File: config.mk
export PLATFORM = sky130hd
export DESIGN_NAME = glyph_pixel_expander_core
export DESIGN_NICKNAME = d
export VERILOG_FILES = /design/src/hw/rtl/gpe_pkg.sv /design/src/hw/rtl/glyph_pixel_expander_core.sv /design/src/hw/rtl/gpe_front.sv /design/src/hw/rtl/gpe_queue.sv /design/src/hw/rtl/gpe_back.sv
export SDC_FILE = /design/constraint.sdc
export NUM_CORES = 1
export LEC_CHECK = 0
export BUFFER_PORTS_ARGS = -buffer_cell sky130_fd_sc_hd__buf_2
export CAP_MARGIN = 20
export CORE_MARGIN = 3
export CORE_UTILIZATION = 45
export CTS_CLUSTER_SIZE = 20
export DETAILED_ROUTE_END_ITERATION = 12
export SETUP_SLACK_MARGIN = 0.5
export SLEW_MARGIN = 40
export SYNTH_ARGS = -nofsm -noshare
export SYNTH_HDL_FRONTEND = slang
export SYNTH_SLANG_ARGS = --single-unit
File: constraint.sdc
create_clock -name clk -period 5.3 [get_ports clk]
set_input_delay 0 -clock clk [delete_from_list [all_inputs] [get_ports clk]]
set_output_delay 0 -clock clk [all_outputs]
set_load 0.05 [all_outputs]
File: src/hw/rtl/gpe_pkg.sv
// Package for the glyph pixel expander: cell job type, code limits and 5x8 font ROM.
package gpe_pkg;

	localparam logic [7:0] CODE_LOW  = 8'd32;
	localparam logic [7:0] CODE_HIGH = 8'd90;
	localparam int         GLYPH_COUNT = 59;
	localparam int         CELL_COLS   = 5;
	localparam int         CELL_ROWS   = 8;
	localparam int         GLYPH_BITS  = CELL_COLS * CELL_ROWS;
	localparam logic [2:0] LAST_COL = 3'(CELL_COLS - 1);
	localparam logic [2:0] LAST_ROW = 3'(CELL_ROWS - 1);
	localparam int         QUEUE_DEPTH = 2;

	// One character cell as queued between front and back.
	// glyph[col*8 + row] is the bit for that pixel, columns already mirrored.
	typedef struct packed {
		logic [9:0]            ox;
		logic [9:0]            oy;
		logic [GLYPH_BITS-1:0] glyph;
		logic [15:0]           fg;
		logic [15:0]           bg;
	} glyph_job_t;

	// Each entry is the five font bytes in font order, byte 0 in the top bits.
	// Byte (4 - c) therefore lands at bits [c*8 +: 8].
	localparam logic [GLYPH_BITS-1:0] GLYPH_ROM [GLYPH_COUNT] = '{
		40'h00_00_00_00_00, 40'h00_00_5F_00_00, 40'h00_07_00_07_00, 40'h14_7F_14_7F_14,
		40'h12_2A_7F_2A_24, 40'h62_64_08_13_23, 40'h50_22_55_49_36, 40'h00_00_07_00_00,
		40'h00_41_22_1C_00, 40'h00_1C_22_41_00, 40'h14_08_3E_08_14, 40'h08_08_3E_08_08,
		40'h00_30_40_00_00, 40'h08_08_08_08_08, 40'h00_60_60_00_00, 40'h02_04_08_10_20,
		40'h3E_45_49_51_3E, 40'h00_40_7F_42_00, 40'h46_49_51_61_42, 40'h31_4B_45_41_21,
		40'h10_7F_12_14_18, 40'h39_49_49_49_2F, 40'h30_49_49_4A_3C, 40'h03_05_09_71_01,
		40'h36_49_49_49_36, 40'h1E_29_49_49_0E, 40'h00_36_36_00_00, 40'h00_36_76_00_00,
		40'h00_41_22_14_08, 40'h14_14_14_14_14, 40'h08_14_22_41_00, 40'h06_09_51_01_06,
		40'h0E_49_4F_41_3E, 40'h7E_11_11_11_7E, 40'h36_49_49_49_7F, 40'h22_41_41_41_3E,
		40'h1C_22_41_41_7F, 40'h41_49_49_49_7F, 40'h01_09_09_09_7F, 40'h7A_49_49_41_3E,
		40'h7F_08_08_08_7F, 40'h00_41_7F_41_00, 40'h01_3F_41_40_20, 40'h41_22_14_08_7F,
		40'h40_40_40_40_7F, 40'h7F_02_0C_02_7F, 40'h7F_10_0C_02_7F, 40'h3E_41_41_41_3E,
		40'h06_09_09_09_7F, 40'h5E_21_51_41_3E, 40'h46_29_19_09_7F, 40'h32_49_49_49_26,
		40'h01_01_7F_01_01, 40'h3F_40_40_40_3F, 40'h1F_20_40_20_1F, 40'h3F_40_38_40_3F,
		40'h63_14_08_14_63, 40'h07_08_70_08_07, 40'h43_45_49_51_61
	};

endpackage

File: src/hw/rtl/glyph_pixel_expander_core.sv
// Top level of the glyph pixel expander: 5x8 character cell to pixel stream.
//
//  channel | handshake          | payload
//  --------+--------------------+---------------------------------------------------
//  input   | push / full        | origin_x, origin_y, char_code, fore_color, back_color
//  result  | empty / pop        | pixel_x, pixel_y, pixel_rgb, visible, last_pixel
//
// Each accepted character yields 40 pixel transactions, one per cycle while pop
// keeps the result moving; the pixel walker in gpe_back sets that pixel count.
// The first pixel of a cell appears once the cell has passed the job queue and the result stage.
// A two-entry job queue lets the next character be taken while one is walked.
// arst_n clears queue pointers, pixel counters and the result valid flag.
// A stalled result (pop low) holds the walker; the front stalls only when full.
module glyph_pixel_expander_core #(
	parameter int SCREEN_WIDTH  = 240,
	parameter int SCREEN_HEIGHT = 135
) (
	input  logic        clk,
	input  logic        arst_n,
	// input channel
	input  logic        push,
	output logic        full,
	input  logic [9:0]  origin_x,
	input  logic [9:0]  origin_y,
	input  logic [7:0]  char_code,
	input  logic [15:0] fore_color,
	input  logic [15:0] back_color,
	// result channel
	output logic        empty,
	input  logic        pop,
	output logic [10:0] pixel_x,
	output logic [10:0] pixel_y,
	output logic [15:0] pixel_rgb,
	output logic        visible,
	output logic        last_pixel
);
	import gpe_pkg::*;

	glyph_job_t new_job;
	glyph_job_t head_job;
	logic       head_valid;
	logic       job_done;

	// classify the code and fetch the mirrored glyph columns
	gpe_front u_front (
		.origin_x   (origin_x),
		.origin_y   (origin_y),
		.char_code  (char_code),
		.fore_color (fore_color),
		.back_color (back_color),
		.job        (new_job)
	);

	// decouples acceptance from the 40-pixel walk
	gpe_queue u_queue (
		.clk        (clk),
		.arst_n     (arst_n),
		.wr_en      (push),
		.wr_job     (new_job),
		.full       (full),
		.rd_en      (job_done),
		.head       (head_job),
		.head_valid (head_valid)
	);

	// walks columns 0..4, rows 0..7 of the head job; pops it on the last pixel
	gpe_back #(
		.SCREEN_WIDTH  (SCREEN_WIDTH),
		.SCREEN_HEIGHT (SCREEN_HEIGHT)
	) u_back (
		.clk         (clk),
		.arst_n      (arst_n),
		.head        (head_job),
		.head_valid  (head_valid),
		.job_done    (job_done),
		.empty       (empty),
		.pop         (pop),
		.pixel_x     (pixel_x),
		.pixel_y     (pixel_y),
		.pixel_rgb   (pixel_rgb),
		.visible     (visible),
		.last_pixel  (last_pixel)
	);

endmodule

File: src/hw/rtl/gpe_front.sv
// Front end: classifies the character code and fetches its glyph into a cell job.
module gpe_front (
	input  logic [9:0]          origin_x,
	input  logic [9:0]          origin_y,
	input  logic [7:0]          char_code,
	input  logic [15:0]         fore_color,
	input  logic [15:0]         back_color,
	output gpe_pkg::glyph_job_t job
);
	import gpe_pkg::*;

	logic       supported;
	logic [7:0] code_off;
	logic [5:0] entry;

	// unsupported codes fall back to the blank entry
	assign supported = (char_code >= CODE_LOW) && (char_code <= CODE_HIGH);
	assign code_off  = char_code - CODE_LOW;
	assign entry     = supported ? code_off[5:0] : 6'd0;

	always_comb begin
		job.ox    = origin_x;
		job.oy    = origin_y;
		job.glyph = GLYPH_ROM[entry];
		job.fg    = fore_color;
		job.bg    = back_color;
	end

endmodule

File: src/hw/rtl/gpe_queue.sv
// Two-entry job queue between the front end and the pixel walker.
module gpe_queue (
	input  logic                clk,
	input  logic                arst_n,
	input  logic                wr_en,
	input  gpe_pkg::glyph_job_t wr_job,
	output logic                full,
	input  logic                rd_en,
	output gpe_pkg::glyph_job_t head,
	output logic                head_valid
);
	import gpe_pkg::*;

	glyph_job_t slot_q [QUEUE_DEPTH];
	logic       wr_ptr_q;
	logic       rd_ptr_q;
	logic [1:0] count_q;

	assign full       = (count_q == 2'(QUEUE_DEPTH));
	assign head_valid = (count_q != 2'd0);
	assign head       = slot_q[rd_ptr_q];

	always_ff @(posedge clk) begin
		if (wr_en && !full) begin
			slot_q[wr_ptr_q] <= wr_job;
		end
	end

	always_ff @(posedge clk or negedge arst_n) begin
		if (!arst_n) begin
			wr_ptr_q <= 1'b0;
			rd_ptr_q <= 1'b0;
			count_q  <= 2'd0;
		end else begin
			if (wr_en && !full) begin
				wr_ptr_q <= !wr_ptr_q;
			end
			if (rd_en && head_valid) begin
				rd_ptr_q <= !rd_ptr_q;
			end
			case ({wr_en && !full, rd_en && head_valid})
				2'b10:   count_q <= count_q + 2'd1;
				2'b01:   count_q <= count_q - 2'd1;
				default: count_q <= count_q;
			endcase
		end
	end

	a_count_bound: assert property (@(posedge clk) disable iff (!arst_n)
		count_q <= 2'(QUEUE_DEPTH))
		else $error("queue count beyond depth");

	a_no_pop_empty: assert property (@(posedge clk) disable iff (!arst_n)
		rd_en |-> head_valid)
		else $error("job popped from empty queue");

endmodule

File: src/hw/rtl/gpe_back.sv
// Back end: walks the 40 pixels of the head job into a registered result stage.
module gpe_back #(
	parameter int SCREEN_WIDTH  = 240,
	parameter int SCREEN_HEIGHT = 135
) (
	input  logic                clk,
	input  logic                arst_n,
	input  gpe_pkg::glyph_job_t head,
	input  logic                head_valid,
	output logic                job_done,
	output logic                empty,
	input  logic                pop,
	output logic [10:0]         pixel_x,
	output logic [10:0]         pixel_y,
	output logic [15:0]         pixel_rgb,
	output logic                visible,
	output logic                last_pixel
);
	import gpe_pkg::*;

	logic [2:0]  col_q;
	logic [2:0]  row_q;
	logic        out_valid_q;
	logic [10:0] px_q;
	logic [10:0] py_q;
	logic [15:0] color_q;
	logic        vis_q;
	logic        last_q;

	logic        advance;
	logic        step;
	logic        at_last;
	logic [10:0] px;
	logic [10:0] py;
	logic        bit_set;

	assign advance  = !out_valid_q || pop;
	assign step     = advance && head_valid;
	assign at_last  = (col_q == LAST_COL) && (row_q == LAST_ROW);
	assign job_done = step && at_last;

	assign px      = {1'b0, head.ox} + 11'(col_q);
	assign py      = {1'b0, head.oy} + 11'(row_q);
	assign bit_set = head.glyph[{col_q, row_q}];

	always_ff @(posedge clk or negedge arst_n) begin
		if (!arst_n) begin
			out_valid_q <= 1'b0;
			col_q       <= 3'd0;
			row_q       <= 3'd0;
		end else begin
			if (advance) begin
				out_valid_q <= head_valid;
			end
			if (step) begin
				if (at_last) begin
					col_q <= 3'd0;
					row_q <= 3'd0;
				end else if (row_q == LAST_ROW) begin
					col_q <= col_q + 3'd1;
					row_q <= 3'd0;
				end else begin
					row_q <= row_q + 3'd1;
				end
			end
		end
	end

	always_ff @(posedge clk) begin
		if (step) begin
			px_q    <= px;
			py_q    <= py;
			color_q <= bit_set ? head.fg : head.bg;
			vis_q   <= (px < 11'(SCREEN_WIDTH)) && (py < 11'(SCREEN_HEIGHT));
			last_q  <= at_last;
		end
	end

	assign empty       = !out_valid_q;
	assign pixel_x     = px_q;
	assign pixel_y     = py_q;
	assign pixel_rgb   = color_q;
	assign visible     = vis_q;
	assign last_pixel  = last_q;

	a_col_range: assert property (@(posedge clk) disable iff (!arst_n)
		col_q <= LAST_COL)
		else $error("column counter out of range");

	a_wrap_after_last: assert property (@(posedge clk) disable iff (!arst_n)
		job_done |=> (col_q == 3'd0) && (row_q == 3'd0) && last_pixel && !empty)
		else $error("counters did not wrap after last pixel");

endmodule
==> results of run 1 <==
==> cell type report <==
type / count / area [µm²]
clock buffers: 34 / 638
clock inverters: 7 / 92.6
fillers: 2153 / 11500
inverters: 17 / 63.8
multi-input cells: 634 / 4510
flip-flops and latches: 225 / 6710
well taps: 330 / 413
repair buffers: 184 / 1270
==> worst min-delay path, stage by stage <==
cell and delay, ps:
buf_2 90, nor3b_1 90, nand2_1 100, o2bb2ai_1 180
==> report_power, final <==
group          internal, mW  switching (mW)  total (mW)  leakage (nW)
Clock                 0.931           0.627        1.56         0.351
Combinational         0.748            1.59        2.34          2.71
Sequential             2.62           0.231        2.85          2.15
==> stage by stage <==
step           cell area [µm²]  std cells  hold slack (ps)
2_1_floorplan            11600        943             -296
3_3_place_gp             12400       1333            -88.3
3_5_place_dp             12400       1333            -86.6
4_1_cts                  13700       1430             61.9
5_1_grt                  13700       1431              123
6_report                 13700       1431              105
==> registers in the layout (all words and copies together), names as in the netlist, 2 cells and up <==
signal	flops
u_queue.slot_q	174
u_back.pixel_rgb	16
u_queue.count_q	2
u_back.row_q	3
u_back.col_q	3
u_back.pixel_x	11
u_back.pixel_y	11
==> worst max-delay path by stage <==
| stage | end | slack (ps) |
|---|---|---|
| 6_report | u_queue.slot_q[0][40]$_DFFE_PP_ | 1640 |
| 5_1_grt | u_queue.slot_q[1][40]$_DFFE_PP_ | 1510 |
| 4_1_cts | u_back.pixel_rgb[0]$_DFFE_PP_ | 1570 |
| 3_5_place_dp | u_queue.slot_q[0][46]$_DFFE_PP_ | 1330 |
| 3_3_place_gp | u_queue.slot_q[0][46]$_DFFE_PP_ | 1230 |
| 2_1_floorplan | u_queue.slot_q[0][0]$_DFFE_PP_ | 500 |
==> logic make-up (layout without fill, tap and decap cells) <==
logic type,Yosys count,in the layout
compound gates,259,259
xor+xnor,23,23
fa+ha+maj,22,22
buf+inv,84,242
flops,225,225
mux,94,94
simple gates,236,236
==> cells in the final DEF (no fill, tap or decap), drive strengths merged, types with 6 or more instances in the layout <==
master and instances:
a2111oi 6, and2 7, nand3 25, mux2 8, o21ai 67, nor3 13, mux2i 76, nand4 9
nor2b 8, nor2 50, nand2 85, and3 6, edfxtp 214, dfrtp 11, a32o 6, o211ai 10
a21oi 61, dlygate4sd3 56, o221ai 6, xor2 8, buf 128, nand2b 13, mux4 10, a21o 9
a211oi 15, ha 20, inv 15, a31oi 13, xnor2 15, clkinv 7, o22ai 6, clkbuf 34
==> layer usage <==
| metal | track usage | routed length (µm) |
|---|---|---|
| met3 | 0.0407 | 2640 |
| met1 | 0.318 | 13400 |
| met2 | 0.380 | 15800 |
| met5 | 0 | 0 |
| met4 | 0.107 | 1700 |
==> summary.txt, run 1 <==
Status
  – Status: completed

Worst hold path
  – Hold Path Sink: u_queue.slot_q[0][32]$_DFFE_PP_
  – Hold Path Cell Cnt: 4
  – Hold crit path type: input pin to flip-flop
  – Hold Path Origin: char_code[5]

Clock network
  – Post-CTS Setup Repair Bufs: 0
  – Root buffer cell: clkbuf_16
  – Num CTS Buffers: 24
  – TritonCTS clock tree: yes
  – Max Buffers Root-to-Sink: 3
  – Clock transition at path regs: 50 ps
  – Num Clock Sinks: 225
  – CTS H-tree lvls: 1
  – Hold Buf Count CTS: 56
  – Clock Latency Late Sink: 510 ps
  – CTS resizes: 0

Floorplanning
  – Die X: 166 µm
  – CORE AREA: 0.0252 mm²
  – Initial core utilization: 0.459
  – Height of the die: 166 µm
  – Ports: 106
  – Cell Rows: 58
  – Die area: 0.0276 mm²

Logic synthesis
  – Adder-cell share of the synthesized area: 0.0251
  – Synth Area in XOR/XNOR: 0.0174
  – FFs w/ async S/R, synth: 0.0489
  – Yosys synthesis warning count: 0
  – Number of synthesized flops with an enable pin: 214
  – Area share of the largest cell type after synthesis: 0.556
  – Most common library cells after synthesis: 214 x edfxtp_1, 85 x nand2_1, 75 x mux2i_1
  – Mapped Cells: 943
  – Largest family of logic cells by synthesized area: compound AO/OA/AOI/OAI gates
  – Simple-Gate Fraction of Synth Area: 0.0971
  – Post-synthesis mux area share: 0.0948
  – Area contributors post-synth: edfxtp_1 56%, mux2i_1 6.5%, nand2_1 2.8%
  – Yosys reg bits: 225
  – Commonest register cell after synthesis: edfxtp_1
  – Top-count cell post-synth: edfxtp_1
  – Cell accounting for the most synthesized area: edfxtp_1
  – Mapped Nets: 1029
  – Cell Area, Synth: 0.0116 mm²
  – Post-synthesis cell type count: 78
  – Post-synthesis compound-gate area fraction: 0.151
  – Post-synthesis sequential area ratio: 0.580
  – Synthesized area per cell: 12.2 µm²

STA
  – Worst setup margin: 1640 ps
  – RSZ-0062 raised after global routing: false
  – Final setup vio count: 0
  – Count of pins over their slew limit: 0
  – Tcrit/Tclk final: 0.690
  – Period minus WS final: 3660 ps
  – Final Skew: 19.4 ps
  – Final TNS setup: 0 ps
  – Worst-Margin Slew: 860 ps
  – Fmax: 273 MHz
  – Slew headroom: 0.424
  – Final hold vios: 0

Place
  – Dpl hpwl: 22700 µm
  – PortBufs: 105
  – Place WS: 1330 ps
  – Gpl congestion: 1.05

Setup path
  – CP Buf/Inv Count: 2
  – Reg2reg path depth: 8
  – Crit path largest cell delay: 750 ps
  – Required @ worst endpoint: 5580 ps
  – Delay-heaviest family, CP: compound AO/OA/AOI/OAI gates
  – Worst Path Max Fanout: 25
  – Crit path cell chain: buf_2, a21o_1, a211o_1, nand2_1, nand2_1, inv_1, ha_1, nand2_1, a211oi_1, o21ai_0, a32oi_1
  – Crit path launch: char_code[0]
  – CP endpoint kind: flip-flop
  – Flop2flop setup slack: 1780 ps
  – Crit path launch type: input pin
  – CP max stage cell: a211oi_1
  – Number of stages on the worst setup path: 11
  – Critical R2R Capture: u_back.pixel_rgb[0]$_DFFE_PP_
  – CP dominant cell by count: nand2_1
  – Reg2reg start: u_queue.rd_ptr_q$_DFFE_PN0P_
  – Crit Path Class: input pin to flip-flop
  – Critical path arrival: 3940 ps

Routing
  – Drc violations: 0
  – Post-route antenna net violation count: 0
  – Via/cell ratio: 6.09
  – Wire length per cell: 23.5 µm
  – WL final: 33600 µm
  – Vias post-DR: 8710
  – Pre-antenna DRT Iters: 6
  – 1st-iter DRT viols: 1016

GRT
  – Initial antenna violation count: 0
  – GR Util All Layers: 0.237
  – Overflow after GRT: 0
  – Vias in the first global route: 8632
  – Largest net degree at the start of global routing: 58
  – First-pass GRT wire length: 51400 µm

Power
  – Total chip power: 6.75 mW
  – Max rail drop VDD: 0.000349 V
  – Leakage: 5.21 nW
  – Power per cell area: 493 mW/mm²

Layout
  – Area grow syn2layout: 18.5%
  – # diodes: 0
  – Final Util: 0.544
  – Share of cells above drive strength 1: 0.173
  – Nets: 1172

Job
  – Maxcap violations: 0
(Power assumes the default switching activity.)
==> run 2, diff against run 1 <==
ABC_AREA = 1   (was unset)
clock period = 3.4 ns   (was 5.3 ns; I/O delays follow)
==> run 2 against run 1 <==
Effect of this change: synthesized area is 2.7% lower; utilization is 0.98 points higher; die area is 2.6% lower; critical path depth is 4 higher; largest cell class unchanged; worst hold slack better by 22 ps; critical path type unchanged; power is 70% higher.
==> summary.txt, run 2 <==
Power
  – Power per cell area: 849 mW/mm² (+72%)
  – Total chip power: 11.5 mW (+70%)
  – Max rail drop VDD: 0.000639 V (+83%)
  – Leakage: 5.92 nW (+14%)

GRT
  – Overflow after GRT: 0 (unchanged)
  – Vias in the first global route: 8917 (+3.3%)
  – Largest net degree at the start of global routing: 88 (+52%)
  – Initial antenna violation count: 0 (unchanged)
  – First-pass GRT wire length: 48600 µm (-5.6%)
  – GR Util All Layers: 0.233 (-0.00310)

Layout
  – Share of cells above drive strength 1: 0.135 (-0.0373)
  – # diodes: 0 (unchanged)
  – Final Non-Filler Cells: 1714 (+20%)
  – Final standard cell area without fillers: 0.0135 mm² (-1.1%)
  – Most common cell after layout, fill and taps aside: nand2_1
  – Nets: 1458 (+24%)
  – Highest-count cells in the layout ignoring fill and taps: 433 x nand2_1, 214 x edfxtp_1, 139 x nand3_1
  – Largest Register: u_queue.slot_q
  – Area grow syn2layout: 20.5%
  – Max reg flops: 174 (unchanged)
  – Final Util: 0.553 (+0.00980)
  – Fillers: 2195 (+2.0%)

Setup path
  – Delay-heaviest family, CP: simple AND/OR/NAND/NOR gates
  – Crit Path Class: input pin to flip-flop
  – CP endpoint kind: flip-flop
  – Crit path cell chain: dlygate4sd3_1, buf_2, nand2_1, nand2_1, nand2_1, nand2_4, nand2_4, nand2_1, buf_4, ha_1, nor2_1, o21ai_0, nand2_1, nand2_1, o211ai_1
  – CP Buf/Inv Count: 3 (+1)
  – Crit path launch type: input pin
  – Reg2reg start: u_queue.rd_ptr_q$_DFFE_PN0P_
  – Crit path largest cell delay: 520 ps (-230 ps)
  – Worst Path Max Fanout: 9 (-64%)
  – Flop2flop setup slack: 820 ps (-960 ps)
  – CP dominant cell by count: nand2_1
  – Required @ worst endpoint: 3610 ps (-1970 ps)
  – CP max stage cell: dlygate4sd3_1
  – Critical path arrival: 2860 ps (-1080 ps)
  – Crit path launch: char_code[1]

Logic synthesis
  – Post-synthesis cell type count: 37 (-53%)
  – Yosys reg bits: 225 (unchanged)
  – Mapped Cells: 1206 (+28%)
  – Mapped Nets: 1292 (+26%)
  – Most common library cells after synthesis: 433 x nand2_1, 214 x edfxtp_1, 139 x nand3_1
  – Area contributors post-synth: edfxtp_1 57%, nand2_1 14%, nand3_1 6.2%
  – Synthesized area per cell: 9.32 µm² (-24%)
  – Number of synthesized flops with an enable pin: 214 (unchanged)
  – FFs w/ async S/R, synth: 0.0489 (unchanged)
  – Cell Area, Synth: 0.0112 mm² (-2.7%)
  – Commonest register cell after synthesis: edfxtp_1
  – Top-count cell post-synth: nand2_1
  – Post-synthesis sequential area ratio: 0.596 (+0.0161)
  – Area share of the largest cell type after synthesis: 0.572 (+0.0155)
  – Cell accounting for the most synthesized area: edfxtp_1
  – Yosys synthesis warning count: 0 (unchanged)

Floorplanning
  – Initial core utilization: 0.459 (+0.000704)
  – CORE AREA: 0.0245 mm² (-2.9%)
  – Ports: 106 (unchanged)
  – Cell Rows: 57 (-1.7%)
  – Die area: 0.0269 mm² (-2.6%)
  – Height of the die: 164 µm (-1.3%)
  – Die X: 164 µm (-1.3%)

Routing
  – 1st-iter DRT viols: 895 (-12%)
  – Via/cell ratio: 5.35 (-12%)
  – Vias post-DR: 9176 (+5.4%)
  – Post-route antenna net violation count: 0 (unchanged)
  – Pre-antenna DRT Iters: 6 (unchanged)
  – Drc violations: 0 (unchanged)
  – Wire length per cell: 18.2 µm (-22%)
  – WL final: 31300 µm (-6.9%)

Clock network
  – Max Buffers Root-to-Sink: 3 (unchanged)
  – CTS H-tree lvls: 1 (unchanged)
  – TritonCTS clock tree: yes
  – Post-CTS Setup Repair Bufs: 0 (unchanged)
  – Num Clock Sinks: 225 (unchanged)
  – Clock transition at path regs: 50 ps (about the same)
  – Clock Latency Late Sink: 530 ps (+20 ps)
  – Root buffer cell: clkbuf_16
  – Num CTS Buffers: 24 (unchanged)

STA
  – Period minus WS final: 2650 ps
  – Final TNS setup: 0 ps (unchanged)
  – Count of pins over their slew limit: 0 (unchanged)
  – Final Skew: 31.9 ps (+12.5 ps)
  – Hold Slack: 127 ps (+21.7 ps)
  – Worst setup margin: 746 ps (-896 ps)
  – Final setup vio count: 0 (unchanged)
  – Fmax: 377 MHz
  – Slew headroom: 0.434 (+0.00972)
  – RSZ-0062 raised after global routing: false
  – Final hold vios: 0 (unchanged)
  – Tcrit/Tclk final: 0.780
  – Worst-Margin Slew: 840 ps (-20.3 ps)

Worst hold path
  – Hold crit path type: input pin to flip-flop
  – Hold Path Origin: char_code[0]

Place
  – Placed cell area: 0.0122 mm² (-1.5%)
  – Dpl hpwl: 21600 µm (-4.7%)
  – Gpl congestion: 0.974 (-6.9%)
  – PortBufs: 105 (unchanged)
  – Dpl cells: 1613 (+21%)
  – Place WS: 575 ps (-756 ps)

Job
  – Maxcap violations: 0 (unchanged)

Status
  – Status: completed
==> run 2: changes by cell type after synthesis, moves of 18 or more <==
| cell | before | now |
|---|---|---|
| mux2i_1 | 75 | 1 |
| clkbuf_1 | 32 | 14 |
| inv_1 | 16 | 86 |
| a21oi_1 | 59 | 30 |
| nand2_1 | 85 | 433 |
| nand3_1 | 25 | 139 |
==> run 2: worst register-to-register path, stage by stage (launching register included) <==
cell and delay, ps:
dfrtp_2 500, buf_6 220, nand2_1 80, nand2_1 80, ha_1 220, fa_1 420
a21oi_2 220, nor2_1 90, nand2_1 80, nor2_1 70, xor2_1 200, nor2_1 60
nand3_1 80, nor2_1 40
==> run 2: layout make-up <==
cell class / instances / area (µm²) / area share
Sequential cell: 225 / 6700 / 0.495
Multi-Input combinational cell: 840 / 4000 / 0.296
Timing Repair Buffer: 190 / 1340 / 0.0989
Clock buffer: 39 / 687 / 0.0507
Tap cell: 324 / 405 / 0.0299
Inverter: 91 / 344 / 0.0254
Clock inverter: 5 / 58.8 / 0.00434
==> run 2: logic make-up after synthesis <==
group | count (synthesis) | share of synthesized area
AO/OA/AOI/OAI | 138 | 0.0677
XOR/XNOR | 15 | 0.0117
adder cells (fa/ha/maj) | 22 | 0.0258
buffers and inverters | 141 | 0.0522
flip-flops | 225 | 0.596
multiplexers | 1 | 0.000891
AND/OR/NAND/NOR | 664 | 0.245
==> run 2: worst paths after layout <==
path                                                         to  cells after the start
worst min register to register   u_queue.count_q[0]$_DFFE_PN0P_                      1
min in group asynchronous           u_back.col_q[0]$_DFFE_PN0P_                      3
worst max-delay path            u_queue.slot_q[1][35]$_DFFE_PP_                     15
worst max register to register         u_back.visible$_DFFE_PP_                     13
max in group asynchronous          u_queue.rd_ptr_q$_DFFE_PN0P_                      3
worst min-delay path            u_queue.slot_q[0][60]$_DFFE_PP_                      4
==> run 2: layer usage <==
metal  part of all wire  GRT usage  vias up
li1                   -          -     4423
met1               0.43      0.325     4323
met4              0.040     0.0953        0
met3              0.065     0.0325       77
met5                  0          0        -
met2               0.46      0.371      353
==> run 2: power by group <==
group	internal (mW)	total (mW)	switching, mW
clock network	1.45	2.45	0.996
logic	1.22	4.59	3.36
registers	4.16	4.45	0.297
==> run 2: repair_timing <==
action | CTS | global route
resized for setup | 0 | 8
endpoints found under the hold margin | 119 | 0
setup endpoints to repair | 0 | 17
hold buffers | 57 | 0
